==> config.mk <==
export PLATFORM = sky130hd
export DESIGN_NAME = utf8_stream_decoder
export DESIGN_NICKNAME = d
export VERILOG_FILES = /design/src/hw/rtl/u8d_pkg.sv /design/src/hw/rtl/u8d_front.sv /design/src/hw/rtl/u8d_fifo.sv /design/src/hw/rtl/u8d_back.sv /design/src/hw/rtl/utf8_stream_decoder.sv
export SDC_FILE = /design/constraint.sdc
export NUM_CORES = 1
export LEC_CHECK = 0
export BUFFER_PORTS_ARGS = -buffer_cell sky130_fd_sc_hd__buf_4
export CORE_MARGIN = 2
export CORE_UTILIZATION = 45
export CTS_CLUSTER_SIZE = 8
export DETAILED_ROUTE_END_ITERATION = 16
export PLACE_DENSITY_LB_ADDON = 0.05
export SETUP_SLACK_MARGIN = 0.02
export SLEW_MARGIN = 20
export SYNTH_ARGS = -nofsm -noshare
export SYNTH_HDL_FRONTEND = slang
export SYNTH_SLANG_ARGS = --single-unit
==> constraint.sdc <==
create_clock -name i_clk -period 4.5 [get_ports i_clk]
set_input_delay 0.45 -clock i_clk [delete_from_list [all_inputs] [get_ports i_clk]]
set_output_delay 0.45 -clock i_clk [all_outputs]
set_load 0.02 [all_outputs]
==> src/hw/rtl/u8d_pkg.sv <==
package u8d_pkg;

    localparam int BYTE_W   = 8;
    localparam int CP_W     = 21;
    localparam int REP_W    = 3;
    localparam int JOB_DEPTH = 2;

    localparam logic [CP_W-1:0] REPLACEMENT_CP = 21'h00FFFD;

    localparam logic [5:0] CONT_MASK = 6'h3F;
    localparam logic [4:0] LEAD2_MASK = 5'h1F;
    localparam logic [3:0] LEAD3_MASK = 4'h0F;
    localparam logic [2:0] LEAD4_MASK = 3'h7;

    // One decoded word's worth of work: rep replacement results first,
    // then the code point if has_cp is set.
    typedef struct packed {
        logic [REP_W-1:0] rep;
        logic             has_cp;
        logic [CP_W-1:0]  cp;
    } t_job;

endpackage

==> src/hw/rtl/u8d_front.sv <==
module u8d_front (
    input  logic                          i_clk,
    input  logic                          i_rst_n,
    input  logic                          i_accept,
    input  logic [7:0]                    i_text_byte,
    input  logic                          i_end_of_text,
    output logic                          o_job_valid,
    output u8d_pkg::t_job                 o_job
);
    import u8d_pkg::*;

    logic [CP_W-1:0]  r_partial, n_partial;
    logic [1:0]       r_expected, n_expected;
    logic [1:0]       r_held, n_held;
    logic             fresh;
    t_job             job;

    always_comb begin
        n_partial  = r_partial;
        n_expected = r_expected;
        n_held     = r_held;
        fresh      = 1'b1;
        job.rep    = '0;
        job.has_cp = 1'b0;
        job.cp     = '0;

        // continue or break an open sequence
        if (r_expected != 2'd0) begin
            if (i_text_byte[7:6] == 2'b10) begin
                fresh      = 1'b0;
                n_partial  = {r_partial[CP_W-7:0], i_text_byte[5:0] & CONT_MASK};
                n_held     = r_held + 2'd1;
                n_expected = r_expected - 2'd1;
                if (n_expected == 2'd0) begin
                    job.has_cp = 1'b1;
                    job.cp     = n_partial;
                    n_partial  = '0;
                    n_held     = '0;
                end
            end else begin
                job.rep    = REP_W'(r_held);
                n_partial  = '0;
                n_expected = '0;
                n_held     = '0;
            end
        end

        if (fresh) begin
            case (i_text_byte) inside
                8'b0???_????: begin
                    job.has_cp = 1'b1;
                    job.cp     = CP_W'(i_text_byte);
                end
                8'b110?_????: begin
                    n_partial  = CP_W'(i_text_byte[4:0] & LEAD2_MASK);
                    n_expected = 2'd1;
                    n_held     = 2'd1;
                end
                8'b1110_????: begin
                    n_partial  = CP_W'(i_text_byte[3:0] & LEAD3_MASK);
                    n_expected = 2'd2;
                    n_held     = 2'd1;
                end
                8'b1111_0???: begin
                    n_partial  = CP_W'(i_text_byte[2:0] & LEAD4_MASK);
                    n_expected = 2'd3;
                    n_held     = 2'd1;
                end
                default: begin
                    job.rep = job.rep + REP_W'(1);
                end
            endcase
        end

        // flush a sequence left open at end of text
        if (i_end_of_text && n_expected != 2'd0) begin
            job.rep    = job.rep + REP_W'(n_held);
            n_partial  = '0;
            n_expected = '0;
            n_held     = '0;
        end
    end

    assign o_job       = job;
    assign o_job_valid = i_accept && (job.rep != '0 || job.has_cp);

    always_ff @(posedge i_clk) begin
        if (!i_rst_n) begin
            r_partial  <= '0;
            r_expected <= '0;
            r_held     <= '0;
        end else if (i_accept) begin
            r_partial  <= n_partial;
            r_expected <= n_expected;
            r_held     <= n_held;
        end
    end

endmodule

==> src/hw/rtl/u8d_fifo.sv <==
module u8d_fifo #(
    parameter int DEPTH = u8d_pkg::JOB_DEPTH
) (
    input  logic          i_clk,
    input  logic          i_rst_n,
    input  logic          i_wr,
    input  u8d_pkg::t_job i_wr_job,
    output logic          o_full,
    input  logic          i_rd,
    output logic          o_valid,
    output u8d_pkg::t_job o_rd_job
);
    import u8d_pkg::*;

    localparam int PTR_W = (DEPTH > 1) ? $clog2(DEPTH) : 1;
    localparam int CNT_W = $clog2(DEPTH + 1);

    t_job             r_mem [DEPTH];
    logic [PTR_W-1:0] r_wr_ptr, r_rd_ptr;
    logic [CNT_W-1:0] r_count;
    logic             wr_en, rd_en;

    assign o_full   = (r_count == CNT_W'(DEPTH));
    assign o_valid  = (r_count != '0);
    assign wr_en    = i_wr && !o_full;
    assign rd_en    = i_rd && o_valid;
    assign o_rd_job = r_mem[r_rd_ptr];

    function automatic logic [PTR_W-1:0] advance(input logic [PTR_W-1:0] p);
        return (p == PTR_W'(DEPTH - 1)) ? '0 : p + PTR_W'(1);
    endfunction

    always_ff @(posedge i_clk) begin
        if (wr_en) begin
            r_mem[r_wr_ptr] <= i_wr_job;
        end
    end

    always_ff @(posedge i_clk) begin
        if (!i_rst_n) begin
            r_wr_ptr <= '0;
            r_rd_ptr <= '0;
            r_count  <= '0;
        end else begin
            if (wr_en) begin
                r_wr_ptr <= advance(r_wr_ptr);
            end
            if (rd_en) begin
                r_rd_ptr <= advance(r_rd_ptr);
            end
            if (wr_en && !rd_en) begin
                r_count <= r_count + CNT_W'(1);
            end else if (rd_en && !wr_en) begin
                r_count <= r_count - CNT_W'(1);
            end
        end
    end

endmodule

==> src/hw/rtl/u8d_back.sv <==
module u8d_back (
    input  logic                   i_clk,
    input  logic                   i_rst_n,
    input  logic                   i_job_valid,
    input  u8d_pkg::t_job          i_job,
    output logic                   o_take,
    input  logic                   i_pop,
    output logic                   o_empty,
    output logic [20:0]            o_code_point,
    output logic                   o_last_of_run
);
    import u8d_pkg::*;

    logic              r_busy;
    logic [REP_W-1:0]  r_rep;
    logic              r_has_cp;
    logic [CP_W-1:0]   r_cp;
    logic              last, deliver, finish;

    // replacements go out first, then the code point
    assign last          = (r_rep == '0) || (r_rep == REP_W'(1) && !r_has_cp);
    assign o_empty       = !r_busy;
    assign o_code_point  = (r_rep != '0) ? REPLACEMENT_CP : r_cp;
    assign o_last_of_run = last;

    assign deliver = i_pop && r_busy;
    assign finish  = deliver && last;
    assign o_take  = i_job_valid && (!r_busy || finish);

    always_ff @(posedge i_clk) begin
        if (o_take) begin
            r_has_cp <= i_job.has_cp;
            r_cp     <= i_job.cp;
        end
    end

    always_ff @(posedge i_clk) begin
        if (!i_rst_n) begin
            r_busy <= 1'b0;
            r_rep  <= '0;
        end else if (o_take) begin
            r_busy <= 1'b1;
            r_rep  <= i_job.rep;
        end else if (finish) begin
            r_busy <= 1'b0;
        end else if (deliver && r_rep != '0) begin
            r_rep <= r_rep - REP_W'(1);
        end
    end

endmodule

==> src/hw/rtl/utf8_stream_decoder.sv <==
// Path: a byte that completes a result is written into the job queue, then loaded into the
// emitter's registers, and only then shows on the output.
// Throughput: one byte per cycle while the job queue has room, one result per cycle while
// popped; a byte causing several replacement results holds the emitter until popped,
// and the two-entry queue keeps input open for two more result bytes before full rises.
// Reset: synchronous, active low; clears decode state, job queue and emitter (o_empty high).
module utf8_stream_decoder #(
    parameter int JOB_DEPTH = u8d_pkg::JOB_DEPTH
) (
    input  logic        i_clk,
    input  logic        i_rst_n,
    // byte input side
    input  logic        i_push,
    output logic        o_full,
    input  logic [7:0]  i_text_byte,
    input  logic        i_end_of_text,
    // result side
    output logic        o_empty,
    input  logic        i_pop,
    output logic [20:0] o_code_point,
    output logic        o_last_of_run
);
    import u8d_pkg::*;

    logic  accept;
    logic  job_push;
    t_job  job_in;
    logic  job_valid;
    t_job  job_out;
    logic  job_take;

    // A byte is a word on the input side; take it whenever the job queue has room.
    assign accept = i_push && !o_full;

    // Decoder: track the open sequence and turn each byte into a job that
    // lists its replacement results and its code point, if any.
    u8d_front u_front (
        .i_clk         (i_clk),
        .i_rst_n       (i_rst_n),
        .i_accept      (accept),
        .i_text_byte   (i_text_byte),
        .i_end_of_text (i_end_of_text),
        .o_job_valid   (job_push),
        .o_job         (job_in)
    );

    // Short job queue: decouple byte intake from result delivery.
    u8d_fifo #(
        .DEPTH (JOB_DEPTH)
    ) u_fifo (
        .i_clk    (i_clk),
        .i_rst_n  (i_rst_n),
        .i_wr     (job_push),
        .i_wr_job (job_in),
        .o_full   (o_full),
        .i_rd     (job_take),
        .o_valid  (job_valid),
        .o_rd_job (job_out)
    );

    // Emitter: hold one job and drain its results one word per pop.
    u8d_back u_back (
        .i_clk         (i_clk),
        .i_rst_n       (i_rst_n),
        .i_job_valid   (job_valid),
        .i_job         (job_out),
        .o_take        (job_take),
        .i_pop         (i_pop),
        .o_empty       (o_empty),
        .o_code_point  (o_code_point),
        .o_last_of_run (o_last_of_run)
    );

endmodule

# Word-level counts from Yosys, hierarchy flattened
# Memory sizes are Yosys's and may differ from the RTL's. A register that Yosys moved wholly into a read port is not among the register bits.
# Index checks and enable logic that the tools add are counted.
[classes] multipliers=0 addsub=9 n_mux=53 reduce_logical=31 n_bitwise=0 shifts=0 eq_ne=7 n_lt_le_gt_ge=0 n_div=0
[op_table] operator="$mux 21" count=10
[op_table] operator="$mux 22" count=3
[op_table] operator="$mux 2" count=20
[op_table] operator="$mux 25" count=1
[op_table] operator="$mux 24" count=1
[op_table] operator="$mux 3" count=8
[op_table] operator="$logic_and 1x1->1" count=12
[op_table] operator="$reduce_bool 2->1" count=6
[op_table] operator="$mux 1" count=10
[op_table] operator="$reduce_bool 3->1" count=2
[op_table] operator="$eq 5x5->1 const B" count=1
[op_table] operator="$logic_not 1->1" count=5
[op_table] operator="$add 2x1->2 const B" count=2
[op_table] operator="$eq 2x2->1 const B" count=2
[op_table] operator="$eq 4x4->1 const B" count=1
[op_table] operator="$sub 2x1->2 const B" count=2
[op_table] operator="$add 2x1->3 const B" count=1
[op_table] operator="$add 3x2->3" count=1
[op_table] operator="$eq 3x1->1 const B" count=1
[op_table] operator="$eq 3x3->1 const B" count=1
[op_table] operator="$logic_not 3->1" count=1
[op_table] operator="$logic_or 1x1->1" count=3
[op_table] operator="$sub 3x1->3 const B" count=1
[op_table] operator="$add 1x1->1 const B" count=2
[op_table] operator="other kinds (3)" count=3
[totals] ram_bits=50 output_inout_bits=24 latch_bits=0 elab_cells=111 n_memories=1 mem_bits_ro=0 register_bits=55
[mem_list] memory="u_fifo.r_mem" words=2 word_bits=25 rd=1 rd_clocked_by_memory_dff=1 write_ports=1 line_no="u8d_fifo.sv:18" text="t_job r_mem [DEPTH];"

# Depth between registers and ports, before layout
[depth] ltp_word=21 ltp_mapped=17

# Modules after synthesis
# From an unflattened synthesis, not the netlist that was laid out.
[hier_totals] cells_unflattened=340 hier_area_um2=4480.5
[by_module_without_submodules] mod="u8d_fifo" instances=1 cells_per_inst=103 seq_area_each_um2=1601.5 area_each_um2=2039.5
[by_module_without_submodules] mod="u8d_front" instances=1 cells_per_inst=148 seq_area_each_um2=380.4 area_each_um2=1272.5
[by_module_without_submodules] mod="u8d_back" instances=1 cells_per_inst=88 seq_area_each_um2=740.7 area_each_um2=1154.9
[by_module_without_submodules] mod="utf8_stream_decoder" instances=1 cells_per_inst=1 seq_area_each_um2=0.0 area_each_um2=13.8

# Worst setup path before layout
# No wires, ideal clock.
[synth_path] kind="input to register" start="input port i_text_byte[7]" end="memory u_fifo.r_mem[0][0] (netlist name), enable pin" setup_ns=0.410 stages=11 arrival_ns=3.807 slack_ns=0.283 path_cell_list="buf_2 clkbuf_1 a21oi_1 and2_1 ha_1 a32oi_1 fa_1 nor3b_1 a21oi_1 a22o_1 nor2b_1"
[synth_via] elab_chain_len=17 elab_cells_between_ends=40 classes_between="2 x add/sub; 4 x eq/ne; 28 x mux; 6 x reduce/logical"
[synth_rtl] item="from (decl)" line_no="utf8_stream_decoder.sv:15" text="input logic [7:0] i_text_byte,"
[synth_rtl] item="$eq 2x2->1" line_no="u8d_front.sv:29" text="if (i_text_byte[7:6] == 2'b10) begin"
[synth_rtl] item="$mux 2" line_no="u8d_front.sv:29"
[synth_rtl] item="$mux 24 / $mux 2 (equally long branches)" line_no="u8d_front.sv:28" text="if (r_expected != 2'd0) begin"
[synth_rtl] item="$add 2x1->3 / $mux 2 (equally long branches)" line_no="u8d_front.sv:70, u8d_front.sv:49"
[synth_rtl] item="$mux 3 / $mux 2 (equally long branches) (3 in a row)" line_no="u8d_front.sv:49" text="case (i_text_byte) inside"
[synth_rtl] item="$mux 3 / $mux 2 (equally long branches)" line_no="u8d_front.sv:49, u8d_front.sv:48"
[synth_rtl] item="$mux 25 / $reduce_bool 2->1 (equally long branches)" line_no="u8d_front.sv:48, u8d_front.sv:76"
[synth_rtl] item="$add 3x2->3 / $logic_and 1x1->1 (equally long branches)" line_no="u8d_front.sv:77, u8d_front.sv:76"
[synth_rtl] item="$mux 3" line_no="u8d_front.sv:76" text="if (i_end_of_text && n_expected != 2'd0) begin"
[synth_rtl] item="$reduce_bool 3->1" line_no="u8d_front.sv:85" text="assign o_job_valid = i_accept && (job.rep != '0 || job.has_cp);"
[synth_rtl] item="$logic_or 1x1->1 (*)" line_no="u8d_front.sv:85"
[synth_rtl] item="$logic_and 1x1->1 (*)" line_no="u8d_front.sv:85"
[synth_rtl] item="$logic_and 1x1->1 (*)" line_no="u8d_fifo.sv:25" text="assign wr_en = i_wr && !o_full;"
[synth_rtl] item="named net u_fifo.wr_en" line_no="u8d_fifo.sv:21" text="logic wr_en, rd_en;"
[synth_rtl] item="$mux 1 (*)" line_no="u8d_fifo.sv:34" text="if (wr_en) begin"
[synth_rtl] item="$mux 1 (implied by the code) (*)" line_no="u8d_fifo.sv:35" text="r_mem[r_wr_ptr] <= i_wr_job;"
[synth_rtl] item="to (decl)" line_no="u8d_fifo.sv:18"
# The timed path passes the listed nets; every way through them passes the cells marked *.

# Final worst setup path
[layout_path] start="register u_front.r_expected[0]" end="register u_fifo.r_count[1]"
[layout_via] elab_chain_len=19 elab_cells_between_ends=42 classes_between="3 x add/sub; 27 x mux; 12 x reduce/logical"
[layout_rtl] item="from (decl)" line_no="u8d_front.sv:13" text="logic [1:0] r_expected, n_expected;"
[layout_rtl] item="from (signal assigned)" line_no="u8d_front.sv:94" text="r_expected <= n_expected;"
[layout_rtl] item="$sub 2x1->2" line_no="u8d_front.sv:33" text="n_expected = r_expected - 2'd1;"
[layout_rtl] item="$logic_not 2->1" line_no="u8d_front.sv:34" text="if (n_expected == 2'd0) begin"
[layout_rtl] item="$mux 2" line_no="u8d_front.sv:34"
[layout_rtl] item="$mux 2" line_no="u8d_front.sv:29"
[layout_rtl] item="$mux 2" line_no="u8d_front.sv:28"
[layout_rtl] item="$mux 2 (4 in a row)" line_no="u8d_front.sv:49"
[layout_rtl] item="$mux 2" line_no="u8d_front.sv:48" text="if (fresh) begin"
[layout_rtl] item="$add 3x2->3" line_no="u8d_front.sv:77" text="job.rep = job.rep + REP_W'(n_held);"
[layout_rtl] item="$mux 3" line_no="u8d_front.sv:76"
[layout_rtl] item="$reduce_bool 3->1" line_no="u8d_front.sv:85"
[layout_rtl] item="$logic_or 1x1->1 (*)" line_no="u8d_front.sv:85"
[layout_rtl] item="$logic_and 1x1->1 (*)" line_no="u8d_front.sv:85"
[layout_rtl] item="$logic_and 1x1->1 (*)" line_no="u8d_fifo.sv:25"
[layout_rtl] item="named net u_fifo.wr_en" line_no="u8d_fifo.sv:21"
[layout_rtl] item="$logic_not 1->1" line_no="u8d_fifo.sv:53" text="end else if (rd_en && !wr_en) begin"
[layout_rtl] item="$logic_and 1x1->1" line_no="u8d_fifo.sv:53"
[layout_rtl] item="$reduce_bool 2->1 (no source line)"
[layout_rtl] item="to (signal assigned)" line_no="u8d_fifo.sv:52" text="r_count <= r_count + CNT_W'(1);"
[layout_rtl] item="to (signal assigned)" line_no="u8d_fifo.sv:54" text="r_count <= r_count - CNT_W'(1);"
[layout_rtl] item="to (decl)" line_no="u8d_fifo.sv:20" text="logic [CNT_W-1:0] r_count;"
# Marked as above.
# A chain may end at the register's enable or synchronous reset.

==> results.md <==
Global route:
- The initial antenna violation count is 0.
- The first global-routing pass estimated around 13000 um of wire.
- For this run, the total global-route usage over all layers was measured as 0.1625.
- The total grt overflow is 0.
- The via count of the first global-routing pass is roughly 2600.
- Entering global routing, the biggest net connects 28 pins.

Finish:
- In the final design database the tool counted 416 nets.
- The area growth from synthesis to layout is 13.44%.
- The repair_antennas step left the layout with diodes totalling 0.
- Summing all multi-input logic gate instances after layout gives 1554 um2.
- The sequential cells in the finished layout cover a total of 2723 um2.
- The number of filler cells placed in the layout is slightly below 900.
- In the final layout, the share of cells above drive strength 1 is 0.1980.

Timing:
- After layout, the minimum clock period comes to 3.805 ns.
- Setup repair after global routing left no endpoint under its margin.
- The worst path meets setup with 0.6948 ns of slack.
- The timing-limited maximum frequency is 0.2628 GHz.
- The post-route setup TNS is 0 ns.
- The final hold violation count is 0.
- At the pin with the least slew margin, the transition time is just under 1 ns.
- The worst pin sits at a relative slew slack of 0.3464.
- For the final database, setup skew stands at around 0.0095 ns.
- The final clock period utilization by the worst path is 0.8456.
- The count of final max-slew check failures is 0.
- Setup violations remaining at the end of the flow were counted as 0.

Clocking:
- The number of setup buffers added after CTS is 0.
- The number of gates resized after CTS was 0.
- Clock-pin slew was measured on the worst setup and hold paths at 0.09 ns.
- Buffers inserted during clock tree synthesis total 9.
- The clock sink count is 100.
- The tree is rooted in a clkbuf_8.
- TritonCTS built the clock tree.
- In this run the number of H-tree levels came out at 3.
- The number of buffers added to fix hold violations after cts is 0.
- In this run the deepest clock path goes through 2 buffers.
- The later-pin clock latency in the skew report is between 0.3 and 0.4 ns.

Power and ir drop:
- Power spread over the standard cell area amounts to 560.3 nW/um2.
- The share of total power dissipated in combinational logic is 0.338.
- In this run the power spent charging and discharging nets is ~900 uW.
- Of the total power, the share spent switching nets is 0.3240.
- The total design power is roughly 2800 uW.
- The static leakage power is ~0.0018 uW.
- The clock share of power is 0.204.
- Across the VDD grid, the largest voltage drop is roughly 210 uV.
- The part of the total power dissipated in sequential elements is 0.458.
- The internal power of the cells totals roughly 1900 uW.

Synthesis:
- The mux share of post-synthesis cell area is 0.06807.
- The combinational family with the most area after synthesis is simple AND/OR/NAND/NOR gates.
- The total nets after synthesis is about 380.
- Yosys printed 0 warnings.
- By area the synthesized netlist is led by edfxtp_1, dfxtp_1, mux2_2, and2_1, nand2b_1.
- The proportion of synthesized flip-flops having asynchronous set or reset is 0.
- Of all cell types, the one taking the most synthesized area is edfxtp_1.
- The sequential cell area fraction in the yosys report is 0.6198.
- edfxtp_1 is the most common cell in the netlist.
- Counting distinct cell types in the post-synthesis netlist gives 44.
- The summed instance area of the synthesized netlist is between 4000 and 5000 um2.
- After synthesis, the most frequently instantiated cells are edfxtp_1, and2_1, dfxtp_1.
- The synthesized flop and latch total is 100.
- Of the total synthesized cell area, the portion taken by XOR and XNOR cells is 0.01196.
- The gate count after technology mapping is 360.
- Yosys mapped a number of flops with a built-in enable equal to between 70 and 80.
- The area fraction of the dominant cell type after synthesis is 0.4922.
- The fraction of the mapped netlist area in compound gates was 0.09057.
- Of the total synthesized cell area, the portion taken by full adders, half adders and majority gates is 0.02734.
- Of the total synthesized cell area, the portion taken by AND, OR, NAND and NOR gates is 0.1552.
- The dominant register cell in the synthesized netlist is edfxtp_1.
- The mean instance size in the synthesized netlist is 12.20 um2.

Setup path:
- The capturing point of the worst reg2reg path is u_fifo.r_count[1]$_SDFFE_PN0P_.
- STA puts the critical path data required time at around 4.8 ns.
- The critical path is of the reg2reg type.
- Counting buffers and inverters, the worst setup path is 14 cells deep.
- The worst reg-to-reg path cell count is 14.
- Counting both buffers and inverters, the worst setup path holds a total of 2.
- The top fanout value on the critical path is 16.
- The worst endpoint data arrival time is 4.09 ns.
- Walking the worst path, the cells encountered are inv_1, ha_1, nor2_1, nand3b_1, o211ai_1, ha_1, inv_1, fa_1, nor3b_1, a21oi_1, a22o_1, ha_1, or3_1, a21oi_1.
- The beginning of the critical path is u_front.r_expected[0]$_SDFFE_PN0P_.
- The startpoint type of the worst setup path is a register.
- Following the worst setup path forward leads to its endpoint at u_fifo.r_count[1]$_SDFFE_PN0P_.
- The kind of cell with the highest combined delay along the critical path is adder cells.
- The worst setup slack for register-to-register paths is between 0.6 and 0.7 ns.
- The worst setup path is captured at a register.
- The startpoint of the worst-slack reg-to-reg timing path is u_front.r_expected[0]$_SDFFE_PN0P_.
- The cell at the slowest stage of the critical path is fa_1.
- The largest single stage delay on the critical path is approximately 0.48 ns.
- The cell seen most often among critical-path stages is ha_1.

Detailed routing:
- Using the TritonRoute via totals, the vias-per-cell ratio works out to roughly 5.1.
- The total vias in the final route is ~2700.
- After detailed routing, the number of remaining DRC violations is 0.
- Once detail routing completed, the nets flagged for antenna violations numbered 0.
- The wire length reported by the detailed router is about 8000 um.
- The met3 wire length is ~330 um.
- For this block, the initial DRC count from the detailed router was 137.
- The number of detailed-routing iterations run before antenna repair is 4.
- The wire length on met1 is about 3600 um.
- Dividing the detail-routed wire length by the instance count gives roughly 15 um.
- Summed over all nets, wire length on met2 after detailed routing comes to between 3000 and 4000 um.
- The highest metal layer carrying signal wires in the routed design is met4.

Worst hold path:
- The class of the tightest hold or removal check is in2reg.

Place:
- The total half-perimeter wirelength after legalization and detailed placement is between 5000 and 6000 um.
- The placement-stage worst setup slack is approximately 0.7 ns.
- The number of buffers inserted by port buffering is 36.
- At the end of routability-driven placement, the weighted congestion stood at 0.8185.

Flow run:
- Max-cap violations in this run came to 0.

Die:
- The core box area is slightly below 10000 um2.
- The initial utilization of the core area, before any placement, comes to 0.4557.
- The number of top-level pins is 37.
- The die covers roughly 11000 um2.
- The horizontal die dimension is 102.8 um.
- The total number of placement rows is 36.
- The die outline height is ~100 um.

Run status:
- The flow ran to the end, and the final reports show no timing, DRC or antenna violations.
logic make-up (layout without fill, tap and decap cells):
kind of cell / Yosys count / in the layout
adder cells (fa/ha/maj): 9 / 9
buffers and inverters: 29 / 68
flip-flops: 100 / 100
AO/OA/AOI/OAI: 61 / 61
XOR/XNOR: 6 / 6
AND/OR/NAND/NOR: 128 / 128
multiplexers: 27 / 27
worst reg2reg max path, cell delays in order (launching register included):
cell      delay [ns]
dfxtp_1         0.40
inv_1           0.06
ha_1            0.38
nor2_1          0.27
nand3b_1        0.23
o211ai_1        0.29
ha_1            0.18
inv_1           0.04
fa_1            0.48
nor3b_1         0.17
a21oi_1         0.09
a22o_1          0.30
ha_1            0.32
or3_1           0.37
a21oi_1         0.14
cell usage in the layout (no fill, tap or decap), drive strengths merged, types with 2 or more instances in the layout:
cell,instances
edfxtp,72
buf,40
and2,33
dfxtp,28
nor2,25
mux2,23
nand2,21
nand2b,19
a21oi,18
clkbuf,12
o21ai,12
a22oi,11
inv,10
nand3,9
ha,8
nor2b,6
xor2,5
a22o,5
o211ai,4
mux2i,4
nor3,4
clkinv,4
and3,3
nand4,3
a211oi,3
nand3b,2
cell type report:
class	instances	area share
multi-input combinational	231	0.3118
clock inverter	4	0.01004
inverter	12	0.009038
sequential	100	0.5463
clock buffer	12	0.02912
timing repair buffer	40	0.06026
tap	133	0.03339
power by group through the flow:
| stage | combinational (uW) | clock (uW) | sequential (uW) |
|---|---|---|---|
| after floorplan | 624 | 0 | 1280 |
| after global placement | 951 | 0 | 1300 |
| after detailed placement | 963 | 0 | 1300 |
| after CTS | 968 | 589 | 1280 |
| after global routing | 1030 | 618 | 1300 |
| final | 944 | 570 | 1280 |
registers in the layout, indices dropped and copies added, names as in the netlist, named ones only:
| name | flops |
|---|---|
| u_back.r_busy | 1 |
| u_fifo.r_rd_ptr | 1 |
| u_back.r_has_cp | 1 |
| u_front.r_expected | 2 |
| u_fifo.r_count | 2 |
| u_back.r_cp | 21 |
| u_front.r_partial | 15 |
| u_fifo.r_wr_ptr | 1 |
| u_fifo.r_mem | 50 |
| u_front.r_held | 2 |
| u_back.r_rep | 3 |
per-layer routing:
layer / global-route usage / vias to the layer above
met3: 0.02847 / 12
li1: - / 1361
met5: 0 / -
met1: 0.2105 / 1300
met4: 0.07996 / 0
met2: 0.2650 / 59
stage by stage:
stage	std cells	hold WS, ns	util	cell area, um2
CTS	532	0.3511	0.5170	4984
finish	532	0.3690	0.5170	4984
global placement	516	0.4669	0.4968	4788
floorplan	360	0.4444	-	4393
detailed placement	516	0.4684	0.4968	4788
global route	532	0.3579	0.5170	4984
worst min-delay path by stage:
stage / slack, ns / endpoint / depth (start not counted) / from
floorplan: 0.44 / u_front.r_partial[4]$_SDFFE_PN0P_ / 2 / u_front.r_partial[4]$_SDFFE_PN0P_
global placement: 0.47 / u_front.r_partial[4]$_SDFFE_PN0P_ / 2 / u_front.r_partial[4]$_SDFFE_PN0P_
detailed placement: 0.47 / u_front.r_partial[4]$_SDFFE_PN0P_ / 2 / u_front.r_partial[4]$_SDFFE_PN0P_
CTS: 0.35 / u_fifo.r_wr_ptr$_SDFFE_PN0P_ / 3 / i_rst_n
global route: 0.36 / u_fifo.r_wr_ptr$_SDFFE_PN0P_ / 3 / i_rst_n
finish: 0.37 / u_fifo.r_wr_ptr$_SDFFE_PN0P_ / 3 / i_rst_n
Power figures use the tool's default switching activity.
